### src/hw/rtl/gga_pkg.sv
// Shared types, constants and helpers for the GHASH accumulator.
// Used by the top level, the GF(2^128) multiplier and the port checker.
package gga_pkg;

  localparam int BLOCK_W   = 128;
  localparam int HALF_W    = 64;
  localparam int CNT_W     = 61;
  localparam int BCNT_W    = 5;
  localparam int REQ_W     = 2;
  localparam int CFG_IDX_W = 1;
  localparam int BLOCK_BYTES = BLOCK_W / 8;
  localparam int DIGIT_W_DEF = 8;

  localparam logic [REQ_W-1:0] REQ_START = 2'd0;
  localparam logic [REQ_W-1:0] REQ_ASSOC = 2'd1;
  localparam logic [REQ_W-1:0] REQ_TEXT  = 2'd2;
  localparam logic [REQ_W-1:0] REQ_FINAL = 2'd3;

  localparam logic [CFG_IDX_W-1:0] CFG_KEY_HI = 1'd0;
  localparam logic [CFG_IDX_W-1:0] CFG_KEY_LO = 1'd1;

  // reflected reduction polynomial, folded into the top byte on a carry out
  localparam logic [BLOCK_W-1:0] GF_REDUCE = {64'hE100_0000_0000_0000, 64'h0};

  localparam logic [BCNT_W-1:0] MAX_BYTES = BCNT_W'(BLOCK_BYTES);

  function automatic logic [BCNT_W-1:0] clamp_bytes(input logic [BCNT_W-1:0] n);
    clamp_bytes = (n > MAX_BYTES) ? MAX_BYTES : n;
  endfunction

  // keep the leading n bytes of a big-endian block
  function automatic logic [BLOCK_W-1:0] lead_mask(input logic [BCNT_W-1:0] n);
    logic [BLOCK_W-1:0] m;
    m = '0;
    for (int i = 0; i < BLOCK_BYTES; i++) begin
      if (BCNT_W'(i) < n) begin
        m[BLOCK_W-1-8*i -: 8] = 8'hFF;
      end
    end
    lead_mask = m;
  endfunction

endpackage

### src/hw/rtl/gga_mul.sv
// Digit-serial GF(2^128) multiplier, GCM bit order, DIGIT_W bits per cycle.
// Depends on gga_pkg for widths and the reduction constant.
module gga_mul #(
  parameter int DIGIT_W = gga_pkg::DIGIT_W_DEF
) (
  input  logic                        clk,
  input  logic                        rst,
  input  logic                        start,
  input  logic [gga_pkg::BLOCK_W-1:0] x_in,
  input  logic [gga_pkg::BLOCK_W-1:0] h_in,
  output logic [gga_pkg::BLOCK_W-1:0] z_out,
  output logic                        done
);

  localparam int STEPS = gga_pkg::BLOCK_W / DIGIT_W;
  localparam int CW    = (STEPS > 1) ? $clog2(STEPS) : 1;
  localparam logic [CW-1:0] LAST = CW'(STEPS - 1);

  logic [gga_pkg::BLOCK_W-1:0] x_sr;
  logic [gga_pkg::BLOCK_W-1:0] v;
  logic [gga_pkg::BLOCK_W-1:0] z;
  logic [gga_pkg::BLOCK_W-1:0] v_next;
  logic [gga_pkg::BLOCK_W-1:0] z_next;
  logic [CW-1:0]               cnt;
  logic                        busy;

  // one digit of x, most significant bit first
  always_comb begin
    z_next = z;
    v_next = v;
    for (int j = 0; j < DIGIT_W; j++) begin
      if (x_sr[gga_pkg::BLOCK_W-1-j]) begin
        z_next = z_next ^ v_next;
      end
      v_next = (v_next >> 1) ^ (v_next[0] ? gga_pkg::GF_REDUCE : '0);
    end
  end

  always_ff @(posedge clk) begin
    if (rst) begin
      busy <= 1'b0;
      done <= 1'b0;
      cnt  <= '0;
    end else begin
      done <= 1'b0;
      if (start) begin
        busy <= 1'b1;
        cnt  <= '0;
      end else if (busy) begin
        cnt <= cnt + 1'b1;
        if (cnt == LAST) begin
          busy <= 1'b0;
          done <= 1'b1;
        end
      end
    end
  end

  always_ff @(posedge clk) begin
    if (start) begin
      x_sr <= x_in;
      v    <= h_in;
      z    <= '0;
    end else if (busy) begin
      x_sr <= x_sr << DIGIT_W;
      v    <= v_next;
      z    <= z_next;
    end
  end

  // hold the product after done until the next start
  assign z_out = z;

endmodule

### src/hw/rtl/ghash_gf128_accumulator.sv
// GHASH accumulator top level: request handling, counters, mask and tag register.
// Depends on gga_pkg and gga_mul.
//
//   channel | direction | handshake            | word
//   req     | in        | req_valid/req_stall  | req_type, block_hi, block_lo, byte_count
//   tag     | out       | tag_valid/tag_stall  | tag_hi, tag_lo
//   cfg     | in        | cfg_write            | cfg_index, cfg_data
//
// A data block or finalize runs the shared multiplier through its digit steps, from
// the accept to the hand-back of the product. Finalize then loads the tag register
// in ST_PUSH, and waits there while an earlier tag is still stalled. Start and
// zero-length blocks leave the multiplier idle and do not stall the request channel.
// Synchronous reset clears the key, accumulator, counters, mask and tag valid.
// New words are taken while a tag waits to be read.
module ghash_gf128_accumulator #(
  parameter int DIGIT_W = gga_pkg::DIGIT_W_DEF
) (
  input  logic                          clk,
  input  logic                          rst,
  input  logic                          req_valid,
  output logic                          req_stall,
  input  logic [gga_pkg::REQ_W-1:0]     req_type,
  input  logic [gga_pkg::HALF_W-1:0]    block_hi,
  input  logic [gga_pkg::HALF_W-1:0]    block_lo,
  input  logic [gga_pkg::BCNT_W-1:0]    byte_count,
  output logic                          tag_valid,
  input  logic                          tag_stall,
  output logic [gga_pkg::HALF_W-1:0]    tag_hi,
  output logic [gga_pkg::HALF_W-1:0]    tag_lo,
  input  logic                          cfg_write,
  input  logic [gga_pkg::CFG_IDX_W-1:0] cfg_index,
  input  logic [gga_pkg::HALF_W-1:0]    cfg_data
);

  localparam logic [1:0] ST_IDLE = 2'd0;
  localparam logic [1:0] ST_MUL  = 2'd1;
  localparam logic [1:0] ST_PUSH = 2'd2;

  logic [1:0]                    state;
  logic                          is_final;
  logic [gga_pkg::HALF_W-1:0]    key_hi;
  logic [gga_pkg::HALF_W-1:0]    key_lo;
  logic [gga_pkg::BLOCK_W-1:0]   accum;
  logic [gga_pkg::CNT_W-1:0]     assoc_bytes;
  logic [gga_pkg::CNT_W-1:0]     text_bytes;
  logic [gga_pkg::BLOCK_W-1:0]   mask;

  logic                          accept;
  logic                          is_data;
  logic [gga_pkg::BCNT_W-1:0]    n_bytes;
  logic [gga_pkg::BLOCK_W-1:0]   data_blk;
  logic [gga_pkg::BLOCK_W-1:0]   len_blk;
  logic                          mul_start;
  logic [gga_pkg::BLOCK_W-1:0]   mul_x;
  logic [gga_pkg::BLOCK_W-1:0]   mul_z;
  logic                          mul_done;
  logic                          tag_load;

  assign req_stall = (state != ST_IDLE);
  assign accept    = req_valid && !req_stall;
  assign is_data   = (req_type == gga_pkg::REQ_ASSOC) || (req_type == gga_pkg::REQ_TEXT);
  assign n_bytes   = gga_pkg::clamp_bytes(byte_count);
  assign data_blk  = {block_hi, block_lo} & gga_pkg::lead_mask(n_bytes);
  assign len_blk   = {assoc_bytes, 3'b000, text_bytes, 3'b000};
  assign mul_start = accept && ((req_type == gga_pkg::REQ_FINAL) ||
                                (is_data && (n_bytes != '0)));
  assign mul_x     = (req_type == gga_pkg::REQ_FINAL) ? (accum ^ len_blk)
                                                      : (accum ^ data_blk);
  assign tag_load  = (state == ST_PUSH) && (!tag_valid || !tag_stall);

  gga_mul #(
    .DIGIT_W (DIGIT_W)
  ) u_mul (
    .clk   (clk),
    .rst   (rst),
    .start (mul_start),
    .x_in  (mul_x),
    .h_in  ({key_hi, key_lo}),
    .z_out (mul_z),
    .done  (mul_done)
  );

  always_ff @(posedge clk) begin
    if (rst) begin
      key_hi <= '0;
      key_lo <= '0;
    end else if (cfg_write) begin
      case (cfg_index)
        gga_pkg::CFG_KEY_HI: key_hi <= cfg_data;
        gga_pkg::CFG_KEY_LO: key_lo <= cfg_data;
        default: ;
      endcase
    end
  end

  always_ff @(posedge clk) begin
    if (rst) begin
      state       <= ST_IDLE;
      is_final    <= 1'b0;
      accum       <= '0;
      assoc_bytes <= '0;
      text_bytes  <= '0;
      mask        <= '0;
      tag_valid   <= 1'b0;
    end else begin
      if (tag_valid && !tag_stall && !tag_load) begin
        tag_valid <= 1'b0;
      end
      case (state)
        ST_IDLE: begin
          if (accept) begin
            case (req_type)
              gga_pkg::REQ_START: begin
                accum       <= '0;
                assoc_bytes <= '0;
                text_bytes  <= '0;
                mask        <= {block_hi, block_lo};
              end
              gga_pkg::REQ_ASSOC: begin
                if (n_bytes != '0) begin
                  assoc_bytes <= assoc_bytes + gga_pkg::CNT_W'(n_bytes);
                  is_final    <= 1'b0;
                  state       <= ST_MUL;
                end
              end
              gga_pkg::REQ_TEXT: begin
                if (n_bytes != '0) begin
                  text_bytes <= text_bytes + gga_pkg::CNT_W'(n_bytes);
                  is_final   <= 1'b0;
                  state      <= ST_MUL;
                end
              end
              default: begin
                // finalize: lengths already captured in the multiplier operand
                assoc_bytes <= '0;
                text_bytes  <= '0;
                is_final    <= 1'b1;
                state       <= ST_MUL;
              end
            endcase
          end
        end
        ST_MUL: begin
          if (mul_done) begin
            if (is_final) begin
              state <= ST_PUSH;
            end else begin
              accum <= mul_z;
              state <= ST_IDLE;
            end
          end
        end
        ST_PUSH: begin
          if (tag_load) begin
            tag_valid <= 1'b1;
            accum     <= '0;
            state     <= ST_IDLE;
          end
        end
        default: state <= ST_IDLE;
      endcase
    end
  end

  always_ff @(posedge clk) begin
    if (tag_load) begin
      tag_hi <= mul_z[gga_pkg::BLOCK_W-1:gga_pkg::HALF_W] ^
                mask[gga_pkg::BLOCK_W-1:gga_pkg::HALF_W];
      tag_lo <= mul_z[gga_pkg::HALF_W-1:0] ^ mask[gga_pkg::HALF_W-1:0];
    end
  end

endmodule

### config.mk
export PLATFORM = sky130hd
export DESIGN_NAME = ghash_gf128_accumulator
export DESIGN_NICKNAME = d
export VERILOG_FILES = /design/src/hw/rtl/gga_pkg.sv /design/src/hw/rtl/gga_mul.sv /design/src/hw/rtl/ghash_gf128_accumulator.sv
export SDC_FILE = /design/constraint.sdc
export NUM_CORES = 2
export LEC_CHECK = 0
export ABC_CLOCK_PERIOD_IN_PS = 8200
export BUFFER_PORTS_ARGS = -buffer_cell sky130_fd_sc_hd__buf_2
export CORE_MARGIN = 1
export CORE_UTILIZATION = 49
export DETAILED_ROUTE_END_ITERATION = 10
export GPL_TIMING_DRIVEN = 0
export PLACE_DENSITY = 0.65
export SYNTH_ARGS = -nofsm -noshare
export SYNTH_HDL_FRONTEND = slang
export SYNTH_SLANG_ARGS = --single-unit
export TNS_END_PERCENT = 1
### constraint.sdc
create_clock -name clk -period 8.2 [get_ports clk]
set_clock_uncertainty 0.15 [all_clocks]
set_input_delay 0 -clock clk [delete_from_list [all_inputs] [get_ports clk]]
set_output_delay 0 -clock clk [all_outputs]
set_load 0.01 [all_outputs]
== Yosys cells after proc, flatten, opt, wreduce, memory -nomap -nowiden ==
Index checks and enable logic that the tools add are counted.

* Latch bits: 0
* Bits in read-only memories: 0
* Memory bits (writable): 0
* Memories kept: 0
* Register bits after elaboration: 1,028
* Output and inout bits: 130

* Equal/unequal tests: 16
* Mux-type cells: 64
* Bitwise gates (word level): 26
* Order comparisons: 17
* Add/sub/neg operators: 3
* Div/mod/pow operators: 0
* $mul: 0
* Reduce and logical (&&, ||, !) cells: 30
* Shifts and indexed selects: 0

{| class="wikitable"
|+ Operator list
! cell !! count
|-
| 128-bit 2-to-1 mux || 26
|-
| 128-bit bitwise XOR || 10
|-
| 127-bit by 128-bit bitwise XOR with 128-bit output || 8
|-
| 128-bit case mux with 3 select lines || 1
|-
| 61-bit case mux with 2 select lines || 2
|-
| 128-bit AND || 1
|-
| 8-bit 2-to-1 mux || 16
|-
| 64-bit bitwise XOR || 2
|-
| 61-bit by 5-bit adder with 61-bit output || 2
|-
| 61-bit 2-to-1 mux || 2
|-
| 4-bit by 5-bit < comparator with 1-bit output, first input constant || 8
|-
| 3-bit by 5-bit < comparator with 1-bit output, first input constant || 4
|-
| 4-bit AND reduction || 3
|-
| 1-bit by 5-bit < comparator with 1-bit output, first input constant || 2
|-
| 2-bit by 5-bit < comparator with 1-bit output, first input constant || 2
|-
| 2-bit 2-to-1 mux || 5
|-
| 2-bit by 1-bit inequality test with 1-bit output, second input constant || 5
|-
| 1-bit 2-to-1 mux || 8
|-
| 2-bit inequality test, second input constant || 4
|-
| 2-bit equality test, second input constant || 3
|-
| 1-bit logical AND || 6
|-
| 2-bit case mux with 3 select lines || 1
|-
| 6-bit AND reduction || 1
|-
| 5-bit > comparator, second input constant || 1
|-
| 19 further kinds || 33
|}

== Longest topological paths before layout ==
* Word-level depth: 18
* Mapped depth: 13

== Hierarchy ==
A second synthesis with hierarchy kept.

* Cell total of the unflattened synthesis: 6,414
* Area, all modules: 56,205.2 µm²

{| class="wikitable"
|+ By module, submodules not included
! module !! times used !! area each (µm²) !! cells an instance
|-
| gga_mul || 1 || 28,952.8 || 3,335
|-
| ghash_gf128_accumulator || 1 || 27,252.4 || 3,079
|}

== Least setup slack after synthesis ==
OpenSTA, ideal clock, no wires.

* Path kind: reg2reg
* Start point: register state[0]
* End point: register u_mul.v[0] (netlist bit) (enable)
* Period minus slack after synthesis: 8.288 ns
* Cell stages (with the launch flop): 9
* Library setup time: 0.663 ns
* Path slack: -0.088 ns
* Required time: 7.387 ns
* Arrival: 7.475 ns
* Path through: dfxtp_1 inv_1 ha_1 nand2_2 or2_2 clkbuf_1 clkbuf_1 clkbuf_1 nand2b_1

* Word-level cells in the longest chain between the ends: 5

{| class="wikitable"
|+ RTL lines
! what !! line !! source
|-
| start, declared || ghash_gf128_accumulator.sv:39 || <nowiki>logic [1:0] state;</nowiki>
|-
| start signal, assigned || ghash_gf128_accumulator.sv:98 || <nowiki>state <= ST_IDLE;</nowiki>
|-
| start signal, assigned || ghash_gf128_accumulator.sv:123 || <nowiki>state <= ST_MUL;</nowiki>
|-
| start signal, assigned || ghash_gf128_accumulator.sv:130 || <nowiki>state <= ST_MUL;</nowiki>
|-
| 2-bit nonzero test || ghash_gf128_accumulator.sv:59 || <nowiki>assign req_stall = (state != ST_IDLE);</nowiki>
|-
| 1-bit logical NOT || ghash_gf128_accumulator.sv:60 || <nowiki>assign accept = req_valid && !req_stall;</nowiki>
|-
| 1-bit logical AND || ghash_gf128_accumulator.sv:60 ||
|-
| 1-bit logical AND || ghash_gf128_accumulator.sv:65 || <nowiki>assign mul_start = accept && ((req_type == gga_pkg::REQ_FINAL) ||</nowiki>
|-
| 2-bit nonzero test (no line) || - ||
|-
| end signal, assigned || gga_mul.sv:62 || <nowiki>v <= h_in;</nowiki>
|-
| end signal, assigned || gga_mul.sv:66 || <nowiki>v <= v_next;</nowiki>
|-
| end, declared || gga_mul.sv:20 || <nowiki>logic [gga_pkg::BLOCK_W-1:0] v;</nowiki>
|}

Every way passes these cells.
A chain may end at the register's enable or synchronous reset.

== Worst setup path in the final report ==
* Start point: register state[0]
* End point: register u_mul.v[18] (netlist bit) (enable)

The elaborated chain is that of the path after synthesis.

==> impl_metrics.yaml <==
run_status:
  status: "finished, violations left"
  violations: "max-capacitance violations, max-slew violations"
clock_tree:
  cts_made_buffers: 105
  post_cts_buffers: 0
  clkLatencyLatePin_ns: 0.73
  cts-root-buf: "clkbuf_16"
  clk_pin_slew_ns: 0.07
  htree_levels: 3
  clockBufferDepth: 3
  postCtsHoldBufs: 420
  cts_tree: "built"
  ctsResizeCount: 0
  cts_sinks: 1028
logic_synthesis:
  syn_area_per_cell_um2: 8.245
  syn_inst: 6689
  syn_nets: 6915
  ys_async_sr_fraction_pct: 0
  yosysMostFrequentCell: "nand2_1"
  yosysSeqAreaShare_pct: 44.28
  yosysWarningCount: 0
  netlist_area_um2: 55150
  yosys-top-cells-area: "dfxtp_1 23%, edfxtp_1 21%, nand2_1 16%, xnor2_1 13%, xor2_1 8.9%"
  postSynthRegisterBits: 1028
  ys_types: 63
  synth_commonest_cells: "2303 x nand2_1, 838 x xnor2_1, 644 x dfxtp_1"
  yosysTopAreaCell: "dfxtp_1"
  yosys.area.top_type_share_pct: 23.38
  synth-edff-count: 384
  synth_flop_cell: "dfxtp_1"
floorplan:
  io_pins: 335
  rows: 122
  start_util_pct: 49.63
  die_y_um: 337.5
  dieArea_um2: 113900
  die_w_um: 337.5
  coreArea_um2: 111100
routing:
  drt-total-wl_mm: 199.6
  drc_errors: 0
  vias: 49570
  drt_pre_antenna_iters: 6
  ant_nets: 0
  drt_first_iter_violations: 5288
  wl_per_cell_um: 21.84
  viasPerCell: 5.422
hold_path:
  hp-class: "input port to flip-flop"
  hold_path_depth: 4
  hold_start: "cfg_data[10]"
  hold_end: "key_hi[10]"
sta:
  final_max_slew_viol_count: 11
  max_slew_margin_pct: -0.4520
  setup_viol: 0
  rsz0062_at_grt: "false"
  timing.final.crit_share_pct: 73.06
  fin_crit_ns: 5.991
  hold_viol_final: 0
  tightestPinTransition_ns: 1.507
  timing.fmax_mhz: 166.9
grt:
  grtUsageMet2_pct: 52.73
  grt_pass1_wl_mm: 290.0
  grt_pass1_vias: 46330
  grt_use_met1_pct: 46.16
  gr-usage-all-layers_pct: 34.18
  grt_overflow_total: 0
  gr-max-usage-layer: "met2"
  antenna_found_initial: 6
  met3_usage_pct: 5.438
  grt_max_degree: 57
power:
  p_switching_mw: 6.677
  seqPwrFrac_pct: 36.1
  fin_total_pwr_mw: 18.19
  internal_power_mw: 11.52
  sw_frac_of_total_pct: 36.70
  p_comb_share_pct: 36.2
  vdd_ir_drop_max_v: 0.0001840
  p_per_area_nw_per_um2: 272.5
  leakagePower_nw: 25.39
  pwr-share-clk_pct: 27.7
worst_setup_path:
  r2r-end: "u_mul.v[18]"
  crit_type: "flip-flop to flip-flop"
  reg2regPathDepth: 12
  cp.arrival_ns: 6.27
  cp-start-kind: "flip-flop"
  cp_cell_sequence: "inv_1, ha_1, nand2_2, or2_2, clkbuf_1, clkbuf_1, clkbuf_1, nand2b_4, buf_16, buf_12, buf_12, buf_16"
  r2r-start: "state[0]"
  end_kind: "flip-flop"
  critPathRequiredTime_ns: 8.48
  path_common_cell: "clkbuf_1"
  max_stage_delay_ns: 1.10
  cp_slowest_cell: "clkbuf_1"
  rrSetupSlack_ns: 2.21
  path_max_fanout: 56
placement:
  dp_hpwl_mm: 145.0
  gp_congestion: 0.9682
  portBuffers: 332
final_layout:
  multi_input_area_um2: 28700
  drive_above_1_share_pct: 7.007
  layout.nets: 7784
  fillCellCount: 9881
  area_growth_syn_to_layout_pct: 21.05
  final_util_pct: 60.08
  seqCellArea_um2: 24420
flow_run:
  drv_cap: 1
==> cell usage in the layout (no fill, tap or decap), types with 7 or more instances in the layout <==
cell | Yosys | routed
inv_1 | 32 | 32
and3_1 | 20 | 20
mux2i_1 | 15 | 15
clkinv_2 | 0 | 20
nor3_1 | 29 | 29
clkbuf_8 | 0 | 17
bufinv_16 | 0 | 9
clkinv_1 | 1 | 10
dfxtp_1 | 644 | 644
clkbuf_16 | 0 | 108
nor4_1 | 16 | 16
nor3b_1 | 7 | 7
a22oi_1 | 119 | 119
xnor2_1 | 838 | 838
buf_1 | 122 | 122
edfxtp_1 | 384 | 384
nand4_1 | 24 | 24
nand2_1 | 2303 | 2303
ha_1 | 19 | 19
a21oi_1 | 442 | 441
and2_1 | 8 | 8
xor2_1 | 563 | 563
dlygate4sd3_1 | 0 | 420
and4_1 | 13 | 13
a211oi_1 | 8 | 8
nor2b_1 | 8 | 8
clkbuf_1 | 384 | 403
o21ai_0 | 142 | 142
nand3_1 | 182 | 182
nor2_1 | 289 | 289
buf_2 | 3 | 335
==> stage by stage <==
| step | instances | cell area, um2 | setup WS (ns) | TNS (ns) | hold slack, ns |
|---|---|---|---|---|---|
| 2_1_floorplan | 6689 | 55150 | 0.6176 | 0 | -0.01404 |
| 3_3_place_gp | 8509 | 58680 | -2.483 | -542.74 | 0.1120 |
| 3_5_place_dp | 8518 | 58910 | 2.419 | 0 | 0.1138 |
| 4_1_cts | 9137 | 66740 | 2.350 | 0 | 0.001039 |
| 5_1_grt | 9139 | 66760 | 2.112 | 0 | 0.01282 |
| 6_report | 9141 | 66760 | 2.209 | 0 | 0.03469 |
==> worst max path at each step <==
stage,slack (ns),from,to,cells after the start
finish,2.21,state[0],u_mul.v[18],12
CTS,2.35,state[0],u_mul.v[52],12
global route,2.11,state[0],u_mul.v[18],12
global placement,-2.48,state[0],tag_hi[45],4
floorplan,0.62,state[0],tag_hi[0],4
detailed placement,2.42,state[0],u_mul.v[35],12
==> critical path, delay by kind of cell, from the launching register on <==
| kind | cells | cell delay [ns] |
|---|---|---|
| fa+ha+maj | 1 | 0.27 |
| buf+inv | 8 | 3.82 |
| flops | 1 | 0.38 |
| simple gates | 3 | 0.92 |
==> area by class of cell <==
type | instances | share of cell area, %
multi-input cells | 5117 | 42.99
flip-flops and latches | 1028 | 36.58
repair buffers | 762 | 9.112
clock buffers | 148 | 4.528
plain buffers | 511 | 2.897
well taps | 1488 | 2.789
clock inverters | 51 | 0.9089
inverters | 33 | 0.1855
diodes | 3 | 0.01124
==> registers in the layout, summed over array words and instances, names as in the netlist <==
signal	cells
text_bytes	61
u_mul.v	128
assoc_bytes	61
is_final	1
key_hi	64
u_mul.x_sr	128
tag_hi	64
u_mul.done	1
u_mul.z_out	128
tag_lo	64
accum	128
tag_valid	1
u_mul.cnt	4
u_mul.busy	1
mask	128
key_lo	64
state	2
==> routing by layer <==
layer / share of wire [%] / wire length (um) / vias up
met5: 0.012 / 23 / -
met4: 5.5 / 11070 / 4
met3: 9.2 / 18450 / 481
met2: 44 / 87470 / 2366
met1: 41 / 82610 / 23490
li1: - / - / 23230
==> power by group through the flow <==
stage	sequential, mW	clock (mW)	combinational, mW
2_1_floorplan	6.42	0	4.58
3_3_place_gp	6.68	0	6.16
3_5_place_dp	6.64	0	6.26
4_1_cts	6.54	5.06	6.44
5_1_grt	6.59	5.28	7.02
6_report	6.57	5.04	6.58
==> kinds of logic (layout without fill, tap and decap cells) <==
family,count (synthesis),in the layout,share of synthesized area [%]
xor gates and xnor gates,1408,1408,22.54
AOI/OAI and AO/OA,738,738,7.434
and+or+nand+nor,2934,2934,21.23
other,0,3,0
muxes,16,16,0.2926
adders and majority gates,21,21,0.5036
buffers and inverters,544,1505,3.723
DFF,1028,1028,44.28
Power figures use the tool's default switching activity.
